### config.mk
export PLATFORM = sky130hd
export DESIGN_NAME = battery_level_classifier
export DESIGN_NICKNAME = d
export VERILOG_FILES = /design/src/hdl/blc_pkg.sv /design/src/hdl/blc_regs.sv /design/src/hdl/blc_accum.sv /design/src/hdl/blc_classify.sv /design/src/hdl/battery_level_classifier.sv
export SDC_FILE = /design/constraint.sdc
export NUM_CORES = 1
export LEC_CHECK = 0
export ABC_AREA = 1
export ABC_CLOCK_PERIOD_IN_PS = 3400
export BUFFER_PORTS_ARGS = -buffer_cell sky130_fd_sc_hd__buf_4
export CAP_MARGIN = 20
export CORE_MARGIN = 3
export CORE_UTILIZATION = 59
export CTS_CLUSTER_SIZE = 16
export DETAILED_ROUTE_END_ITERATION = 16
export GPL_TIMING_DRIVEN = 0
export PLACE_DENSITY = 0.82
export SETUP_SLACK_MARGIN = 0.1
export SLEW_MARGIN = 15
export SYNTH_ARGS = -nofsm -noshare
export SYNTH_HDL_FRONTEND = slang
export SYNTH_SLANG_ARGS = --single-unit
export TNS_END_PERCENT = 50
### constraint.sdc
create_clock -name clk -period 3.4 [get_ports clk]
set_clock_uncertainty 0.2 [all_clocks]
set_input_delay 0.17 -clock clk [delete_from_list [all_inputs] [get_ports clk]]
set_output_delay 0.17 -clock clk [all_outputs]
set_load 0.01 [all_outputs]
### src/hdl/blc_pkg.sv
// Shared types and constants for the battery level classifier.
// No dependencies; every other file in hdl/ refers to this package by scoped names.
package blc_pkg;

    localparam int SAMPLES_PER_SET = 8;
    localparam int IDX_W           = $clog2(SAMPLES_PER_SET);

    localparam int PADDR_W = 5;
    localparam int PDATA_W = 32;

    localparam logic [7:0] COUNT_MAX = 8'hFF;

    // Register indexes (byte address = 4 * index)
    localparam logic [2:0] REG_DEPLETED_BELOW    = 3'd0;
    localparam logic [2:0] REG_LOW_BELOW         = 3'd1;
    localparam logic [2:0] REG_LOW_RECOVER_ABOVE = 3'd2;
    localparam logic [2:0] REG_FULL_BAND_BELOW   = 3'd3;
    localparam logic [2:0] REG_FULL_EXIT_BELOW   = 3'd4;
    localparam logic [2:0] REG_FULL_ENTER_ABOVE  = 3'd5;
    localparam logic [2:0] REG_PERSIST_COUNT     = 3'd6;

    // Reset values of the registers
    localparam logic [11:0] RST_DEPLETED_BELOW    = 12'd2348;
    localparam logic [11:0] RST_LOW_BELOW         = 12'd2607;
    localparam logic [11:0] RST_LOW_RECOVER_ABOVE = 12'd2400;
    localparam logic [11:0] RST_FULL_BAND_BELOW   = 12'd3080;
    localparam logic [11:0] RST_FULL_EXIT_BELOW   = 12'd3070;
    localparam logic [11:0] RST_FULL_ENTER_ABOVE  = 12'd3085;
    localparam logic [7:0]  RST_PERSIST_COUNT     = 8'd50;

    typedef enum logic [1:0] {
        ST_NORMAL   = 2'd0,
        ST_LOW      = 2'd1,
        ST_FULL     = 2'd2,
        ST_DEPLETED = 2'd3
    } status_t;

    typedef struct packed {
        logic [7:0] sample_high;
        logic [3:0] sample_low;
        logic       flash_active;
    } in_t;

    typedef struct packed {
        logic [1:0]  battery_status;
        logic [11:0] average_value;
        logic        clear_low_latch;
    } out_t;

    typedef struct packed {
        logic [11:0] depleted_below;
        logic [11:0] low_below;
        logic [11:0] low_recover_above;
        logic [11:0] full_band_below;
        logic [11:0] full_exit_below;
        logic [11:0] full_enter_above;
        logic [7:0]  persist_count;
    } cfg_t;

    // One finished set, passed from the accumulator to the classifier
    typedef struct packed {
        logic [11:0] avg;
        logic        flash;
    } set_t;

endpackage

### src/hdl/blc_regs.sv
// APB-style configuration registers of the battery level classifier.
// Depends on blc_pkg for the register indexes, reset values and cfg_t.
module blc_regs (
    input  logic                        clk,
    input  logic                        rst_n,
    input  logic                        psel,
    input  logic                        penable,
    input  logic                        pwrite,
    input  logic [blc_pkg::PADDR_W-1:0] paddr,
    input  logic [blc_pkg::PDATA_W-1:0] pwdata,
    output logic [blc_pkg::PDATA_W-1:0] prdata,
    output logic                        pready,
    output blc_pkg::cfg_t               cfg
);

    blc_pkg::cfg_t cfg_reg;
    logic [2:0]    reg_idx;
    logic          wr_en;

    assign reg_idx = paddr[4:2];
    assign wr_en   = psel && penable && pwrite;
    assign pready  = 1'b1;
    assign cfg     = cfg_reg;

    always_ff @(posedge clk or negedge rst_n)
    begin
        if (!rst_n)
        begin
            cfg_reg.depleted_below    <= blc_pkg::RST_DEPLETED_BELOW;
            cfg_reg.low_below         <= blc_pkg::RST_LOW_BELOW;
            cfg_reg.low_recover_above <= blc_pkg::RST_LOW_RECOVER_ABOVE;
            cfg_reg.full_band_below   <= blc_pkg::RST_FULL_BAND_BELOW;
            cfg_reg.full_exit_below   <= blc_pkg::RST_FULL_EXIT_BELOW;
            cfg_reg.full_enter_above  <= blc_pkg::RST_FULL_ENTER_ABOVE;
            cfg_reg.persist_count     <= blc_pkg::RST_PERSIST_COUNT;
        end
        else if (wr_en)
        begin
            case (reg_idx)
                blc_pkg::REG_DEPLETED_BELOW:    cfg_reg.depleted_below    <= pwdata[11:0];
                blc_pkg::REG_LOW_BELOW:         cfg_reg.low_below         <= pwdata[11:0];
                blc_pkg::REG_LOW_RECOVER_ABOVE: cfg_reg.low_recover_above <= pwdata[11:0];
                blc_pkg::REG_FULL_BAND_BELOW:   cfg_reg.full_band_below   <= pwdata[11:0];
                blc_pkg::REG_FULL_EXIT_BELOW:   cfg_reg.full_exit_below   <= pwdata[11:0];
                blc_pkg::REG_FULL_ENTER_ABOVE:  cfg_reg.full_enter_above  <= pwdata[11:0];
                blc_pkg::REG_PERSIST_COUNT:     cfg_reg.persist_count     <= pwdata[7:0];
                default: ;
            endcase
        end
    end

    always_comb
    begin
        case (reg_idx)
            blc_pkg::REG_DEPLETED_BELOW:    prdata = {20'd0, cfg_reg.depleted_below};
            blc_pkg::REG_LOW_BELOW:         prdata = {20'd0, cfg_reg.low_below};
            blc_pkg::REG_LOW_RECOVER_ABOVE: prdata = {20'd0, cfg_reg.low_recover_above};
            blc_pkg::REG_FULL_BAND_BELOW:   prdata = {20'd0, cfg_reg.full_band_below};
            blc_pkg::REG_FULL_EXIT_BELOW:   prdata = {20'd0, cfg_reg.full_exit_below};
            blc_pkg::REG_FULL_ENTER_ABOVE:  prdata = {20'd0, cfg_reg.full_enter_above};
            blc_pkg::REG_PERSIST_COUNT:     prdata = {24'd0, cfg_reg.persist_count};
            default:                        prdata = '0;
        endcase
    end

endmodule

### src/hdl/blc_accum.sv
// Sample accumulator: sums high bytes and low nibbles of each set and forms the average.
// Depends on blc_pkg for in_t, set_t and the set size.
module blc_accum (
    input  logic           clk,
    input  logic           rst_n,
    input  logic           in_valid,
    output logic           in_ready,
    input  blc_pkg::in_t   in_data,
    output logic           set_valid,
    input  logic           set_ready,
    output blc_pkg::set_t  set_data
);

    logic [10:0]             high_sum_reg, high_sum_next;
    logic [6:0]              low_sum_reg, low_sum_next;
    logic [blc_pkg::IDX_W-1:0] index_reg, index_next;
    logic                    set_valid_reg, set_valid_next;
    blc_pkg::set_t           set_data_reg, set_data_next;

    logic        take;
    logic        last;
    logic [10:0] high_add;
    logic [6:0]  low_add;
    logic [14:0] total;

    assign in_ready  = !set_valid_reg || set_ready;
    assign take      = in_valid && in_ready;
    assign last      = (index_reg == blc_pkg::IDX_W'(blc_pkg::SAMPLES_PER_SET - 1));
    assign set_valid = set_valid_reg;
    assign set_data  = set_data_reg;

    assign high_add = high_sum_reg + {3'd0, in_data.sample_high};
    assign low_add  = low_sum_reg + {3'd0, in_data.sample_low};
    // Keep only the upper nibble of the low sum, then divide the total by eight
    assign total    = {high_add, 4'd0} + {8'd0, low_add[6:4], 4'd0};

    always_comb
    begin
        high_sum_next  = high_sum_reg;
        low_sum_next   = low_sum_reg;
        index_next     = index_reg;
        set_valid_next = set_valid_reg && !set_ready;
        set_data_next  = set_data_reg;
        if (take)
        begin
            if (last)
            begin
                high_sum_next      = '0;
                low_sum_next       = '0;
                index_next         = '0;
                set_valid_next     = 1'b1;
                set_data_next.avg  = total[14:3];
                set_data_next.flash = in_data.flash_active;
            end
            else
            begin
                high_sum_next = high_add;
                low_sum_next  = low_add;
                index_next    = index_reg + 1'b1;
            end
        end
    end

    always_ff @(posedge clk or negedge rst_n)
    begin
        if (!rst_n)
        begin
            high_sum_reg  <= '0;
            low_sum_reg   <= '0;
            index_reg     <= '0;
            set_valid_reg <= 1'b0;
        end
        else
        begin
            high_sum_reg  <= high_sum_next;
            low_sum_reg   <= low_sum_next;
            index_reg     <= index_next;
            set_valid_reg <= set_valid_next;
        end
    end

    always_ff @(posedge clk)
    begin
        set_data_reg <= set_data_next;
    end

endmodule

### src/hdl/blc_classify.sv
// Battery status state machine with persistence counter and result register.
// Depends on blc_pkg for status_t, set_t, cfg_t and out_t.
module blc_classify (
    input  logic           clk,
    input  logic           rst_n,
    input  blc_pkg::cfg_t  cfg,
    input  logic           set_valid,
    output logic           set_ready,
    input  blc_pkg::set_t  set_data,
    output logic           out_valid,
    input  logic           out_ready,
    output blc_pkg::out_t  out_data
);

    blc_pkg::status_t status_reg, status_next;
    logic [7:0]       cnt_reg, cnt_next;
    logic             out_valid_reg, out_valid_next;
    blc_pkg::out_t    out_data_reg, out_data_next;

    logic       take;
    logic       in_depleted, in_low, in_normal;
    logic [7:0] cnt_bump;
    logic       bump_over;
    logic       clr;

    assign set_ready = !out_valid_reg || out_ready;
    assign take      = set_valid && set_ready;
    assign out_valid = out_valid_reg;
    assign out_data  = out_data_reg;

    // Bands are tested in fixed order, whatever the thresholds hold
    assign in_depleted = set_data.avg < cfg.depleted_below;
    assign in_low      = !in_depleted && (set_data.avg < cfg.low_below);
    assign in_normal   = !in_depleted && !in_low && (set_data.avg < cfg.full_band_below);

    assign cnt_bump  = (cnt_reg == blc_pkg::COUNT_MAX) ? cnt_reg : cnt_reg + 8'd1;
    assign bump_over = cnt_bump > cfg.persist_count;

    // Next state
    always_comb
    begin
        status_next = status_reg;
        if (in_depleted)
        begin
            if (bump_over)
                status_next = blc_pkg::ST_DEPLETED;
        end
        else if (in_low)
        begin
            if (!set_data.flash)
                status_next = blc_pkg::ST_LOW;
        end
        else if (in_normal)
        begin
            case (status_reg)
                blc_pkg::ST_FULL:
                begin
                    if (set_data.avg < cfg.full_exit_below)
                        status_next = blc_pkg::ST_NORMAL;
                end
                blc_pkg::ST_LOW, blc_pkg::ST_DEPLETED:
                begin
                    if (bump_over)
                        status_next = blc_pkg::ST_NORMAL;
                end
                default: ;
            endcase
        end
        else
        begin
            if (set_data.avg > cfg.full_enter_above)
                status_next = blc_pkg::ST_FULL;
        end
    end

    // Counter and latch-clear flag
    always_comb
    begin
        cnt_next = cnt_reg;
        clr      = 1'b0;
        if (in_depleted)
        begin
            cnt_next = cnt_bump;
        end
        else if (in_low)
        begin
            cnt_next = '0;
            clr      = set_data.avg > cfg.low_recover_above;
        end
        else if (in_normal)
        begin
            case (status_reg)
                blc_pkg::ST_FULL:
                    clr = set_data.avg < cfg.full_exit_below;
                blc_pkg::ST_LOW, blc_pkg::ST_DEPLETED:
                begin
                    cnt_next = cnt_bump;
                    clr      = bump_over;
                end
                default: ;
            endcase
        end
        else
        begin
            cnt_next = '0;
            clr      = 1'b1;
        end
    end

    always_comb
    begin
        out_valid_next = out_valid_reg && !out_ready;
        out_data_next  = out_data_reg;
        if (take)
        begin
            out_valid_next                = 1'b1;
            out_data_next.battery_status  = status_next;
            out_data_next.average_value   = set_data.avg;
            out_data_next.clear_low_latch = clr;
        end
    end

    always_ff @(posedge clk or negedge rst_n)
    begin
        if (!rst_n)
        begin
            status_reg    <= blc_pkg::ST_NORMAL;
            cnt_reg       <= '0;
            out_valid_reg <= 1'b0;
        end
        else
        begin
            if (take)
            begin
                status_reg <= status_next;
                cnt_reg    <= cnt_next;
            end
            out_valid_reg <= out_valid_next;
        end
    end

    always_ff @(posedge clk)
    begin
        out_data_reg <= out_data_next;
    end

endmodule

### src/hdl/battery_level_classifier.sv
// Top level of the battery level classifier.
// Depends on blc_pkg, blc_regs, blc_accum and blc_classify.
//
// Input channel (in_valid/in_ready/in_data): one beat per raw 12-bit ADC
// conversion, split into sample_high, sample_low and flash_active.
// Every eighth accepted beat closes a set; its average and the updated
// battery status leave on the output channel (out_valid/out_ready/out_data)
// as one beat. Other input beats produce no output.
// Throughput: one input beat per cycle while in_ready is high, set by the single accumulator stage.
// The result of a set is registered in the accumulator stage, then in the
// classifier result register, before it leaves on the output channel.
// A stall on out_ready fills the result register and then the set register;
// in_ready drops only when both are full, so input beats keep flowing while
// a finished result waits.
// Configuration: APB-style port, register i at byte address 4*i, pready
// always high; write only while no set is in flight.
// Reset (rst_n low, asynchronous) discards any partial set, returns status to
// normal, clears the persistence counter and reloads the thresholds.
module battery_level_classifier (
    input  logic                        clk,
    input  logic                        rst_n,
    input  logic                        in_valid,
    output logic                        in_ready,
    input  blc_pkg::in_t                in_data,
    output logic                        out_valid,
    input  logic                        out_ready,
    output blc_pkg::out_t               out_data,
    input  logic                        psel,
    input  logic                        penable,
    input  logic                        pwrite,
    input  logic [blc_pkg::PADDR_W-1:0] paddr,
    input  logic [blc_pkg::PDATA_W-1:0] pwdata,
    output logic [blc_pkg::PDATA_W-1:0] prdata,
    output logic                        pready
);

    blc_pkg::cfg_t cfg;
    logic          set_valid;
    logic          set_ready;
    blc_pkg::set_t set_data;

    blc_regs u_regs (
        .clk     (clk),
        .rst_n   (rst_n),
        .psel    (psel),
        .penable (penable),
        .pwrite  (pwrite),
        .paddr   (paddr),
        .pwdata  (pwdata),
        .prdata  (prdata),
        .pready  (pready),
        .cfg     (cfg)
    );

    blc_accum u_accum (
        .clk       (clk),
        .rst_n     (rst_n),
        .in_valid  (in_valid),
        .in_ready  (in_ready),
        .in_data   (in_data),
        .set_valid (set_valid),
        .set_ready (set_ready),
        .set_data  (set_data)
    );

    blc_classify u_classify (
        .clk       (clk),
        .rst_n     (rst_n),
        .cfg       (cfg),
        .set_valid (set_valid),
        .set_ready (set_ready),
        .set_data  (set_data),
        .out_valid (out_valid),
        .out_ready (out_ready),
        .out_data  (out_data)
    );

    // A new result only follows a set beat taken by the classifier
    a_out_from_set: assert property (@(posedge clk) disable iff (!rst_n)
        $rose(out_valid) |-> $past(set_valid && set_ready))
        else $error("result appeared without a finished set");

    // Input backpressure only when a finished set and a result are both waiting
    a_ready_cause: assert property (@(posedge clk) disable iff (!rst_n)
        !in_ready |-> set_valid && out_valid)
        else $error("input stalled with room in the pipeline");

    // A set stalled by the classifier is held
    a_set_hold: assert property (@(posedge clk) disable iff (!rst_n)
        set_valid && !set_ready |=> set_valid && $stable(set_data))
        else $error("stalled set beat was lost or changed");

endmodule

**Word level (Yosys, flattened, before mapping)**

Cells that the tools add are included.

- Equal/unequal tests: 12
- Reductions and logical operators: 28
- $lt $le $gt $ge: 7
- Muxes and demuxes: 24
- Add/subtract/negate cells: 5

Operators with widths:

| kind | count |
|---|---|
| one-hot mux 12 bit (7 select lines) | 1 |
| less-than comparator 12 bit | 4 |
| two-way mux 8 bit | 5 |
| > comparator 12 bit | 2 |
| AND reduction 2 bit | 9 |
| two-way mux 2 bit | 8 |
| adder 15 x 7 -> 15 bit | 1 |
| == test 3 bit, second input constant | 4 |
| adder 11 x 8 -> 11 bit | 1 |
| two-way mux 11 bit | 1 |
| logical AND 1 bit | 9 |
| adder 8 x 1 -> 8 bit, second input constant | 1 |
| == test 8 bit, second input constant | 1 |
| > comparator 8 bit | 1 |
| adder 7 x 4 -> 7 bit | 1 |
| two-way mux 7 bit | 1 |
| == test 3 x 2 -> 1 bit, second input constant | 2 |
| logical NOT 1 bit | 6 |
| two-way mux 1 bit | 5 |
| == test 2 bit, second input constant | 2 |
| inequality test 4 x 2 -> 1 bit, second input constant | 1 |
| one-hot mux 2 bit (2 select lines) | 1 |
| adder 3 x 1 -> 3 bit, second input constant | 1 |
| == test 3 x 1 -> 1 bit, second input constant | 1 |
| other kinds (6) | 7 |

- Bits of input ports: 57
- Logic and storage cells: 95
- Bits in registers: 141
- Output and inout port bits: 50

**Longest topological paths before layout**

Gate-level depths: netlist (run 1).

- Depth in word-level cells: 9
- Depth in mapped cells: 21
- Mapped depth without buffers: 21

**By module**

From an unflattened synthesis (run 1), not the netlist that was laid out.

- Cells, all modules: 1297
- Area total of the unflattened synthesis: 9913.3 µm²

By module, submodules not included:

| module | cells an instance | seq. area each (µm²) | times used | area each (µm²) |
|---|---|---|---|---|
| blc_regs | 550 | 2048.2 | 1 | 4286.6 |
| blc_classify | 469 | 725.7 | 1 | 3265.6 |
| blc_accum | 278 | 910.9 | 1 | 2361.0 |

**Worst setup path after synthesis (run 1)**

Ideal clock, no wire load.

- Kind: reg2reg
- From: register u_accum.low_sum_reg[0]
- To: register u_accum.set_data_reg (netlist bit u_accum.set_data[11]), data pin
- Buffers on the path: 0
- Required time: 2.943 ns
- Arrival time: 2.657 ns
- Path slack: 0.286 ns
- Cell stages (with the launch flop): 20
- Library setup time: 0.257 ns
- Period minus slack after synthesis: 3.114 ns
- Cells stage by stage: dfrtp_1 ha_1 inv_1 fa_1 nor2_1 o21ai_0 nand2_1 nand2_1 nor2_1 xor2_1 inv_1 ha_1 nand3_1 nand2_1 inv_1 nor3_4 nand2_1 nor2_2 nand3_2 xor2_1

- Cells in the longest elaborated chain, start to end: 2

RTL lines:

| item | line | RTL |
|---|---|---|
| start: declaration | blc_accum.sv:15 | `logic [6:0] low_sum_reg, low_sum_next;` |
| start signal: assignment | blc_accum.sv:76 | `low_sum_reg <= low_sum_next;` |
| adder 7 x 4 -> 7 bit | blc_accum.sv:33 | `assign low_add = low_sum_reg + {3'd0, in_data.sample_low};` |
| adder 15 x 7 -> 15 bit | blc_accum.sv:35 | `assign total = {high_add, 4'd0} + {8'd0, low_add[6:4], 4'd0};` |
| net u_accum.total[13] | blc_accum.sv:24 | `logic [14:0] total;` |
| end signal: assignment | blc_accum.sv:84 | `set_data_reg <= set_data_next;` |
| end: declaration | blc_accum.sv:18 | `blc_pkg::set_t set_data_reg, set_data_next;` |

The timed path passes the listed nets, and every way through them passes these cells.
A chain may end at the register's enable or synchronous reset.

**Final worst setup path (run 1)**

Ends and elaborated chain as after synthesis.

==> results.txt, run 1 <==
failing checks: negative setup slack
Yosys Warn Count: 0
Mapped Area: 8830 um^2
Clk Tree Root Cell: clkbuf_16
Final Cell Area: 10,500 um^2
DR vias/cell: 5.60
CP required: 3.37 ns
GRT Util Overall: 28.0%
reg2reg path depth: 20
FF+latch count, synth: 139
count of pins over their slew limit: 0
Critical Path AT: 3.38 ns
max reg flops: 80
Area after DPL: 9620 um^2
Port Buffer Count: 61
Top-Level Pins: 107
crit path to: u_accum.set_data[11]
Worst-Margin Slew: 0.946 ns
total chip power: 7.53 mW
GPL Wtd Cong: 0.948
Worst Setup SP: u_accum.low_sum_reg[0]
initial antenna violation count: 0
Hold WS: 0.0131 ns
Mean Syn Cell Area: 8.44 um^2
Die Ht: 128 um
DR WL/cell: 16.7 um
first-pass GRT wire length: 36,500 um
largest net degree at the start of global routing: 62
reg2reg start: u_accum.low_sum_reg[0]
Area contributors post-synth: dfrtp_1 22%, ha_1 13%, dfstp_2 11%, nand2_1 10%, edfxtp_1 8.8%
# clock sinks: 139
Vias: 7,692
outcome: finished with violations
pwr/cell area: 716 nW/um^2
final antenna-violating net count: 0
Core Util, Final: 72.1%
maxcap violations: 0
worst-case clock buffer depth: 2
dpl ws: -0.0477 ns
largest area contributor in the netlist: dfrtp_1
vias in the first global route: 7,447
Area Overhead vs Synth: 19.2%
# H-tree levels: 4
share of cells above drive strength 1: 18.4%
clk slew on worst S/H paths: 0.07 ns
Synth Flop Type: dfrtp_1
Ant. Diodes: 0
worst setup margin: -0.0120 ns
DP Wirelength: 16,400 um
CTS tree: yes
Cell variety after synth: 54
worst r2r dst: u_accum.set_data[11]
max frequency: 293 MHz
worst hold stages: 6
Starting Density: 60.5%
Max rail drop VDD: 0.710 mV
min Tclk post-route: 3.41 ns
Sequential Area: 3650 um^2
unrepaired setup endpoints after global routing: true
Crit Path Class: reg2reg
CTS buffer count: 17
crit path max fanout: 3
DRT iter0 DRCs: 674
area share of the largest cell type after synthesis: 21.5%
register area share after synthesis: 41.4%
DRC Markers: 0
Setup crit start kind: flop
fillers: 1,052
R2R setup slack: -0.01 ns
Pleak: 5.23 nW
Final setup viols: 1
row count: 44
Post-synth EDFFs: 26
Syn Inst Count: 1,046
Initial DRT Pass Iterations: 7
Worst-Skew Late Latency: 0.43 ns
die area: 16,500 um^2
Setup crit end kind: flop
Async SR Flop Fraction: 81.3%
grt ovf: 0
Core Box Area: 14,600 um^2
final period utilization: 100%
# nets final: 1,329
relative slew slack: 36.7%
footprint of the multi-input gates: 4400 um^2
Post-Route WL: 22,900 um
worst hold-check path type: in2reg
Final Hold Vio Count: 0
die width: 128 um
-- what timing repair did --
action | 4_1_cts | 5_1_grt
buffers inserted | 6 | 5
resized for setup | 10 | 4
setup endpoints to repair | 5 | 6
hold buffers | 19 | 0
endpoints found under the hold margin | 148 | 0
pin swaps | 9 | 8
-- per-stage QoR --
stage	TNS, ns	instances
after floorplan	0	1066
after global placement	0	1311
after detailed placement	-0.0900	1312
after CTS	0	1369
after global routing	-0.484	1374
final	-0.0120	1374
-- synthesized netlist by cell type, types with 4 or more instances --
cell	n
a2111o_1	4
a21oi_1	36
a22o_1	5
buf_2	5
buf_4	22
clkbuf_1	14
dfrtp_1	76
dfstp_2	37
edfxtp_1	26
ha_1	92
inv_1	167
nand2_1	244
nand2_2	7
nand3_1	32
nand3_2	4
nand4_1	10
nor2_1	45
o21ai_0	107
o21ai_2	6
o21bai_1	4
o221ai_1	4
o22ai_1	25
xor2_1	15
-- per-layer routing --
layer	up-vias	GRT usage [%]	wire length, um
met5	-	0	0
met4	0	11.0	722
met3	62	5.81	1610
met2	318	45.8	11000
met1	3639	36.7	9550
li1	3673	-	-
-- cells by family after synthesis --
logic type               Yosys count  synth area share [%]
flip-flops                       139                  41.4
AO/OA/AOI/OAI                    217                  14.6
XOR/XNOR                          18                  2.08
other                              2                0.0851
AND/OR/NAND/NOR                  362                  18.0
adder cells (fa/ha/maj)           95                  13.7
buffers and inverters            213                  10.1
-- area by class of cell --
| cell class | instances | share of cell area [%] |
|---|---|---|
| Multi-Input combinational cell | 714 | 41.8 |
| Sequential cell | 139 | 34.7 |
| Timing Repair Buffer | 92 | 7.24 |
| Inverter | 171 | 6.10 |
| Clock buffer | 17 | 4.04 |
| Buffer | 42 | 2.41 |
| Tap cell | 184 | 2.19 |
| Clock inverter | 15 | 1.53 |
-- critical path, cell delays in order, from the launching register on --
cell and delay [ns]:
dfrtp_1 0.35, ha_2 0.20, inv_2 0.04, fa_2 0.35
nor2_2 0.10, o21ai_2 0.07, nand2_1 0.07, nand2_2 0.06
nor2_2 0.12, xor2_1 0.23, inv_1 0.13, ha_4 0.29
buf_4 0.12, nand3_1 0.07, nand2_1 0.11, inv_2 0.07
nor3_4 0.12, nand2_1 0.09, nor2_2 0.13, nand3_2 0.08
xor2_1 0.16
-- where the power goes --
part	switching [mW]	internal (mW)
Clock	0.782	1.09
Combinational	1.88	1.25
Sequential	0.281	2.25
Total	2.94	4.59
-- layout by cell type, fill, tap and decap left out, types with 4 or more instances in the layout --
cell / netlist / routed
conb_1: 2 / 22
xor2_1: 15 / 14
dfrtp_1: 76 / 76
o21ai_0: 107 / 106
clkbuf_16: 0 / 17
nand4_1: 10 / 10
nand3_2: 4 / 4
nand2_2: 7 / 8
a21oi_1: 36 / 36
ha_1: 92 / 90
clkinv_1: 3 / 4
nand2_1: 244 / 243
dfstp_2: 37 / 37
o21bai_1: 4 / 4
inv_2: 1 / 4
buf_4: 22 / 93
inv_1: 167 / 164
nand3_1: 32 / 32
dlygate4sd3_1: 0 / 19
nor2_1: 45 / 42
a22o_1: 5 / 5
inv_6: 0 / 5
edfxtp_1: 26 / 26
o21ai_2: 6 / 7
nor2_2: 2 / 5
o221ai_1: 4 / 4
a2111o_1: 4 / 4
o22ai_1: 25 / 25
buf_2: 5 / 5
clkbuf_1: 14 / 14
-- worst min path at each step --
stage | slack (ns) | startpoint | endpoint
6_report | 0.01 | paddr[2] | u_regs.cfg[71]
5_1_grt | 0.08 | in_data[4] | u_accum.low_sum_reg[3]
4_1_cts | 0.003 | paddr[2] | u_regs.cfg[71]
3_5_place_dp | 0.008 | rst_n | u_classify.cnt_reg[2]
3_3_place_gp | 0.16 | in_data[0] | u_accum.set_data[0]
2_1_floorplan | -0.33 | rst_n | u_accum.high_sum_reg[0]
Power figures use the tool's default switching activity.
==> run 2, diff against run 1 <==
CORE_UTILIZATION = 60   (was 59)
GPL_TIMING_DRIVEN = unset   (was 0)
SYNTH_HIERARCHICAL = 1   (was unset)
TNS_END_PERCENT = unset   (was 50)
==> run 2 against run 1 <==
  * The flow now finishes without violations
  * Power shrank 2.8%
  * Area after synthesis grew 12%
  * Largest cell class unchanged
  * Worst hold slack gained 0.057 ns
  * Critical endpoint is now u_accum/set_data[12]
==> results.txt, run 2 <==
DR WL/cell: 16.7 um (about the same)
fillers: 1,297 (was 1,052)
final antenna-violating net count: 0 (unchanged)
crit path cell chain: ha_4 -> inv_1 -> fa_2 -> o21ai_2 -> nand2_1 -> nor2_2 -> xor2_1 -> inv_1 -> ha_4 -> inv_2 -> o21ai_2 -> nand3_2 -> nor2_4 -> nand3_4 -> nor2_4 -> nand2_1 -> nand2_1 -> nand2_1 (was ha_2 -> inv_2 -> fa_2 -> nor2_2 -> o21ai_2 -> nand2_1 -> nand2_2 -> nor2_2 -> xor2_1 -> inv_1 -> ha_4 -> buf_4 -> nand3_1 -> nand2_1 -> inv_2 -> nor3_4 -> nand2_1 -> nor2_2 -> nand3_2 -> xor2_1)
die area: 18,100 um^2 (was 16,500 um^2)
Critical Path AT: 3.18 ns (was 3.38 ns)
Worst-Margin Slew: 0.690 ns (was 0.946 ns)
dpl ws: -0.0190 ns (was -0.0477 ns)
die width: 135 um (was 128 um)
final period utilization: 94.1% (was 100%)
worst hold-check path type: in2reg (unchanged)
Initial DRT Pass Iterations: 7 (unchanged)
Cell variety after synth: 47 (was 54)
# clock sinks: 140 (was 139)
Clk Tree Root Cell: clkbuf_16 (unchanged)
Setup crit end kind: flop (unchanged)
Hold WS: 0.0701 ns (was 0.0131 ns)
CP required: 3.38 ns (was 3.37 ns)
most frequent cells in the layout: 382 x nand2_1, 186 x inv_1, 92 x ha_1 (was 243 x nand2_1, 164 x inv_1, 106 x o21ai_0)
worst hold stages: 4 (was 6)
top-count cell post-synth: nand2_1 (unchanged)
Pleak: 5.78 nW (was 5.23 nW)
worst-case clock buffer depth: 2 (unchanged)
max incr delay on CP: 0.39 ns (was 0.35 ns)
outcome: finished, final reports clean (was finished with violations)
# H-tree levels: 4 (unchanged)
max reg flops: 80 (unchanged)
Syn Inst Count: 1,297 (was 1,046)
reg2reg path depth: 18 (was 20)
Final setup viols: 0 (was 1)
Mean Syn Cell Area: 7.64 um^2 (was 8.44 um^2)
row count: 46 (was 44)
FF+latch count, synth: 140 (was 139)
Top-Level Pins: 107 (unchanged)
crit path max fanout: 3 (unchanged)
# nets final: 1,526 (was 1,329)
DP Wirelength: 18,600 um (was 16,400 um)
first-pass GRT wire length: 42,600 um (was 36,500 um)
Area contributors post-synth: dfrtp_1 19%, nand2_1 14%, ha_1 12%, dfstp_2 9.8%, edfxtp_1 8.2% (was dfrtp_1 22%, ha_1 13%, dfstp_2 11%, nand2_1 10%, edfxtp_1 8.8%)
Crit Path Class: reg2reg (unchanged)
Post-Route WL: 26,700 um (was 22,900 um)
Core Box Area: 16,000 um^2 (was 14,600 um^2)
min Tclk post-route: 3.20 ns (was 3.41 ns)
Async SR Flop Fraction: 80.7% (was 81.3%)
worst r2r dst: u_accum/set_data[12] (was u_accum.set_data[11])
CTS buffer count: 17 (unchanged)
Worst-Skew Late Latency: 0.43 ns (about the same)
vias in the first global route: 8,420 (was 7,447)
GPL Wtd Cong: 0.933 (was 0.948)
Setup TNS Final: 0 ns (was -0.0120 ns)
Core Util, Final: 70.6% (was 72.1%)
reg2reg start: u_accum/low_sum_reg[0] (was u_accum.low_sum_reg[0])
Post-synth EDFFs: 27 (was 26)
slowest CP cell: dfrtp_1 (unchanged)
Area Overhead vs Synth: 14.0% (was 19.2%)
pwr/cell area: 647 nW/um^2 (was 716 nW/um^2)
commonest non-fill, non-tap cell in the layout: nand2_1 (unchanged)
Vias: 8,894 (was 7,692)
Clock Power Share: 25.5% (was 24.9%)
unrepaired setup endpoints after global routing: true (unchanged)
Ant. Diodes: 0 (unchanged)
Net Sw Frac: 39.2% (was 39.1%)
grt ovf: 0 (unchanged)
Final Hold Vio Count: 0 (unchanged)
Setup crit start kind: flop (unchanged)
synth cell count leaders: 382 x nand2_1, 187 x inv_1, 94 x ha_1 (was 244 x nand2_1, 167 x inv_1, 107 x o21ai_0)
P_int: 4.45 mW (was 4.59 mW)
DR vias/cell: 5.56 (was 5.60)
GRT Util Overall: 30.0% (was 28.0%)
maxcap violations: 0 (unchanged)
Mapped Area: 9910 um^2 (was 8830 um^2)
Die Ht: 135 um (was 128 um)
most frequent CP cell: nand2_1
DRT iter0 DRCs: 848 (was 674)
Max rail drop VDD: 0.414 mV (was 0.710 mV)
count of pins over their slew limit: 0 (unchanged)
switching power: 2.87 mW (was 2.94 mW)
hold path startpoint: in_data[3] (was paddr[2])
total chip power: 7.32 mW (was 7.53 mW)
relative slew slack: 54.0% (was 36.7%)
WHS Endpoint: u_accum/low_sum_reg[2] (was u_regs.cfg[71])
initial antenna violation count: 0 (unchanged)
Synth Flop Type: dfrtp_1 (unchanged)
DRC Markers: 0 (unchanged)
CTS tree: yes (unchanged)
share of cells above drive strength 1: 16.8% (was 18.4%)
clk slew on worst S/H paths: 0.06 ns (was 0.07 ns)
Starting Density: 62.0% (was 60.5%)
register area share after synthesis: 37.2% (was 41.4%)
R2R setup slack: 0.20 ns (was -0.01 ns)
worst setup margin: 0.201 ns (was -0.0120 ns)
combinational power share: 40.5% (was 41.6%)
largest net degree at the start of global routing: 65 (was 62)
area share of the largest cell type after synthesis: 19.2% (was 21.5%)
max frequency: 313 MHz (was 293 MHz)
Yosys Warn Count: 6 (was 0)
sequential group share of total power: 33.9% (was 33.6%)
Port Buffer Count: 63 (was 61)
largest area contributor in the netlist: dfrtp_1 (unchanged)
-- run 2: routing by layer --
metal	wire length (um)	global-route usage [%]	vias up
li1	-	-	4278
met1	10800	41.5	4129
met2	12400	46.2	408
met3	2450	5.33	79
met4	1060	14.1	0
met5	0	0	-
-- run 2: stage by stage --
step,cells,instance area (um^2)
floorplan,1316,9980
global placement,1544,10400
detailed placement,1544,10400
CTS,1596,11200
global route,1601,11300
finish,1601,11300
-- run 2: how the worst max path moves through the flow --
| stage | end | slack (ns) | startpoint |
|---|---|---|---|
| global route | u_accum/set_data[12] | 0.01 | u_accum/low_sum_reg[0] |
| detailed placement | u_accum/set_data[12] | -0.02 | u_accum/low_sum_reg[0] |
| CTS | u_accum/set_data[12] | 0.16 | u_accum/low_sum_reg[0] |
| finish | u_accum/set_data[12] | 0.20 | u_accum/low_sum_reg[0] |
| global placement | u_accum/set_data[12] | 0.09 | u_accum/low_sum_reg[0] |
| floorplan | u_accum/set_data[12] | 0.28 | u_accum/low_sum_reg[0] |
-- run 2: power groups by stage --
stage	combinational, mW	clock (mW)	sequential, mW
2_1_floorplan	2.11	0	2.39
3_3_place_gp	2.57	0	2.48
3_5_place_dp	2.69	0	2.49
4_1_cts	2.80	1.88	2.47
5_1_grt	3.34	1.96	2.52
6_report	2.97	1.87	2.48
-- run 2: cell type report --
class	instances	area [um^2]	area share, %
multi-input combinational	912	5200	46.0
sequential	140	3680	32.6
timing repair buffer	99	798	7.06
inverter	202	763	6.75
clock buffer	18	429	3.80
tap	216	270	2.39
clock inverter	14	153	1.35
-- run 2: worst max-delay path, delay by kind of cell (launching register included) --
kind                     cells  cell delay (ns)
AO/OA/AOI/OAI                2             0.31
XOR/XNOR                     1             0.21
adder cells (fa/ha/maj)      3             0.80
buffers and inverters        3             0.20
flip-flops                   1             0.39
AND/OR/NAND/NOR              9             0.82
-- run 2: cell families (layout without fill, tap and decap cells) --
group / Yosys count / in the layout / share of synthesized area, %
muxes: 1 / 1 / 0.101
and+or+nand+nor: 611 / 611 / 28.2
DFF: 140 / 140 / 37.2
xor gates and xnor gates: 14 / 14 / 1.24
buffers and inverters: 264 / 333 / 11.6
other: 3 / 22 / 0.114
AOI/OAI and AO/OA: 167 / 167 / 9.13
adders and majority gates: 97 / 97 / 12.5
-- run 2: repair_timing --
item	CTS	global route
pin swaps	4	10
setup endpoints to repair	4	8
resized for setup	3	11
hold buffers	17	0
endpoints found under the hold margin	122	0
setup buffers	3	5
cloned	0	0
==> run 3, diff against run 2 <==
ABC_CLOCK_PERIOD_IN_PS = 2770   (was 3400)
CORE_UTILIZATION = 54   (was 60)
PLACE_DENSITY = 0.79   (was 0.82)
SYNTH_HIERARCHICAL = unset   (was 1)
clock period = 2.77 ns   (was 3.4 ns; I/O delays follow)
==> run 3 against run 2 <==
  * The run now ends with negative setup slack left
  * Sequential share of layout area increased by 1.5 points
  * Wire length shrank 14%
  * Clock power up 20%
  * Clock-buffer cell count stayed put
  * Critical path type unchanged
  * Worst hold slack worse by 0.065 ns
==> results.txt, run 3 (same netlist as run 1, synthesis figures left out) <==
final period utilization: 120% (was 94.1%)
Worst-Skew Late Latency: 0.44 ns (was 0.43 ns)
CTS buffer count: 17 (unchanged)
Core Box Area: 15,900 um^2 (was 16,000 um^2)
Starting Density: 55.4% (was 62.0%)
row count: 46 (unchanged)
worst path bufs/invs: 3 (unchanged)
most frequent cells in the layout: 236 x nand2_1, 163 x inv_1, 109 x buf_4 (was 382 x nand2_1, 186 x inv_1, 92 x ha_1)
dpl ws: -0.434 ns (was -0.0190 ns)
Setup crit start kind: flop (unchanged)
GPL Wtd Cong: 0.917 (was 0.933)
share of cells above drive strength 1: 21.3% (was 16.8%)
Core Util, Final: 67.2% (was 70.6%)
clk slew on worst S/H paths: 0.06 ns (about the same)
most frequent CP cell: nand2_1 (unchanged)
unrepaired setup endpoints after global routing: true (unchanged)
Vias: 7,582 (was 8,894)
die width: 134 um (was 135 um)
relative slew slack: 48.7% (was 54.0%)
max reg flops: 80 (unchanged)
Post-Route WL: 22,800 um (was 26,700 um)
Worst Setup SP: u_accum.low_sum_reg[0] (was u_accum/low_sum_reg[0])
worst setup margin: -0.548 ns (was 0.201 ns)
DR vias/cell: 5.40 (was 5.56)
Area Overhead vs Synth: 21.3% (was 14.0%)
Worst-Margin Slew: 0.768 ns (was 0.690 ns)
die area: 17,900 um^2 (was 18,100 um^2)
Crit Path Class: reg2reg (unchanged)
Max rail drop VDD: 0.612 mV (was 0.414 mV)
GRT Util Overall: 25.3% (was 30.0%)
max incr delay on CP: 0.35 ns (was 0.39 ns)
maxcap violations: 0 (unchanged)
CP required: 2.76 ns (was 3.38 ns)
DRC Markers: 0 (unchanged)
hold path startpoint: in_data[2] (was in_data[3])
Pleak: 5.27 nW (was 5.78 nW)
Clk Tree Root Cell: clkbuf_16 (unchanged)
slowest CP cell: dfrtp_1 (unchanged)
final antenna-violating net count: 0 (unchanged)
crit path max fanout: 4 (was 3)
outcome: finished with violations (was finished, final reports clean)
crit path cell chain: ha_2 -> inv_2 -> fa_2 -> nor2_2 -> o21ai_2 -> nand2_1 -> nand2_1 -> nor2_2 -> xor2_1 -> inv_1 -> ha_4 -> inv_2 -> nor2_1 -> o211ai_1 -> nor2_2 -> nand2_4 -> nor3_4 -> nand3_1 -> nand2_1 -> nand2_1 (was ha_4 -> inv_1 -> fa_2 -> o21ai_2 -> nand2_1 -> nor2_2 -> xor2_1 -> inv_1 -> ha_4 -> inv_2 -> o21ai_2 -> nand3_2 -> nor2_4 -> nand3_4 -> nor2_4 -> nand2_1 -> nand2_1 -> nand2_1)
reg2reg start: u_accum.low_sum_reg[0] (was u_accum/low_sum_reg[0])
worst-case clock buffer depth: 2 (unchanged)
# H-tree levels: 4 (unchanged)
Ant. Diodes: 0 (unchanged)
pwr/cell area: 907 nW/um^2 (was 647 nW/um^2)
first-pass GRT wire length: 35,900 um (was 42,600 um)
vias in the first global route: 7,403 (was 8,420)
# clock sinks: 139 (was 140)
Critical Path AT: 3.30 ns (was 3.18 ns)
Final Hold Vio Count: 0 (unchanged)
failing checks: negative setup slack
min Tclk post-route: 3.32 ns (was 3.20 ns)
largest net degree at the start of global routing: 45 (was 65)
worst hold-check path type: in2reg (unchanged)
Initial DRT Pass Iterations: 5 (was 7)
grt ovf: 0 (unchanged)
commonest non-fill, non-tap cell in the layout: nand2_1 (unchanged)
Final setup viols: 8 (was 0)
max frequency: 301 MHz (was 313 MHz)
DRT iter0 DRCs: 605 (was 848)
DR WL/cell: 16.3 um (was 16.7 um)
CTS tree: yes (unchanged)
count of pins over their slew limit: 0 (unchanged)
Setup crit end kind: flop (unchanged)
total chip power: 9.71 mW (was 7.32 mW)
# nets final: 1,327 (was 1,526)
DP Wirelength: 16,300 um (was 18,600 um)
Die Ht: 134 um (was 135 um)
Worst path top cell family by delay: simple AND/OR/NAND/NOR gates (unchanged)
initial antenna violation count: 0 (unchanged)
Top-Level Pins: 107 (unchanged)
Port Buffer Count: 62 (was 63)
run 3: power breakdown:
group          total, mW  internal, mW  switching (mW)  leakage, nW
Sequential          3.10          2.76           0.340         1.56
Combinational       4.37          1.86            2.51         3.44
Clock               2.25          1.32           0.927        0.270
run 3: layer usage:
metal / vias up / share of wire (%) / track usage [%]
met5: - / 0 / 0
met2: 289 / 50 / 43.1
met3: 70 / 5.8 / 5.93
met4: 0 / 3.3 / 10.5
met1: 3539 / 41 / 31.1
li1: 3684 / - / -
run 3: final cells by class:
cell class	count	area, um^2
Multi-Input combinational cell	714	4500
Fill cell	1246	5230
Tap cell	216	270
Sequential cell	139	3650
Inverter	171	642
Timing Repair Buffer	132	1060
Clock buffer	18	429
Clock inverter	14	148
run 3: tightest hold or removal path, delay by kind of cell:
kind	cells	cell delay [ns]
adders and majority gates	1	0.20
buffers and inverters	2	0.18
AOI/OAI and AO/OA	1	0.07
run 3: final timing paths:
path	slack [ns]	cells after the start	to
max	-0.55	20	u_accum.set_data[12]
min reg2reg	0.29	2	u_regs.cfg[64]
max in group asynchronous	1.53	3	u_accum.high_sum_reg[4]
max reg2reg	-0.55	20	u_accum.set_data[12]
min in group asynchronous	0.03	2	u_classify.cnt_reg[6]
min	0.005	4	u_accum.low_sum_reg[1]
run 3: metrics by stage:
step / hold slack, ns / instances / TNS [ns] / area (um^2)
after global placement: -0.0317 / 1332 / -1.58 / 9650
after CTS: 0.0117 / 1390 / -2.24 / 10500
final: 0.00526 / 1404 / -3.34 / 10700
after detailed placement: -0.0362 / 1332 / -2.39 / 9650
after global routing: 0.0314 / 1404 / -5.14 / 10700
after floorplan: -0.357 / 1066 / -0.833 / 8930
run 3: timing repair:
| action | in CTS | in global routing |
|---|---|---|
| hold buffers | 19 | 0 |
| pin swaps | 11 | 16 |
| cloned | 0 | 0 |
| setup endpoints to repair | 13 | 21 |
| buffers inserted | 9 | 14 |
| gates resized for setup | 13 | 27 |
| endpoints found under the hold margin | 153 | 0 |
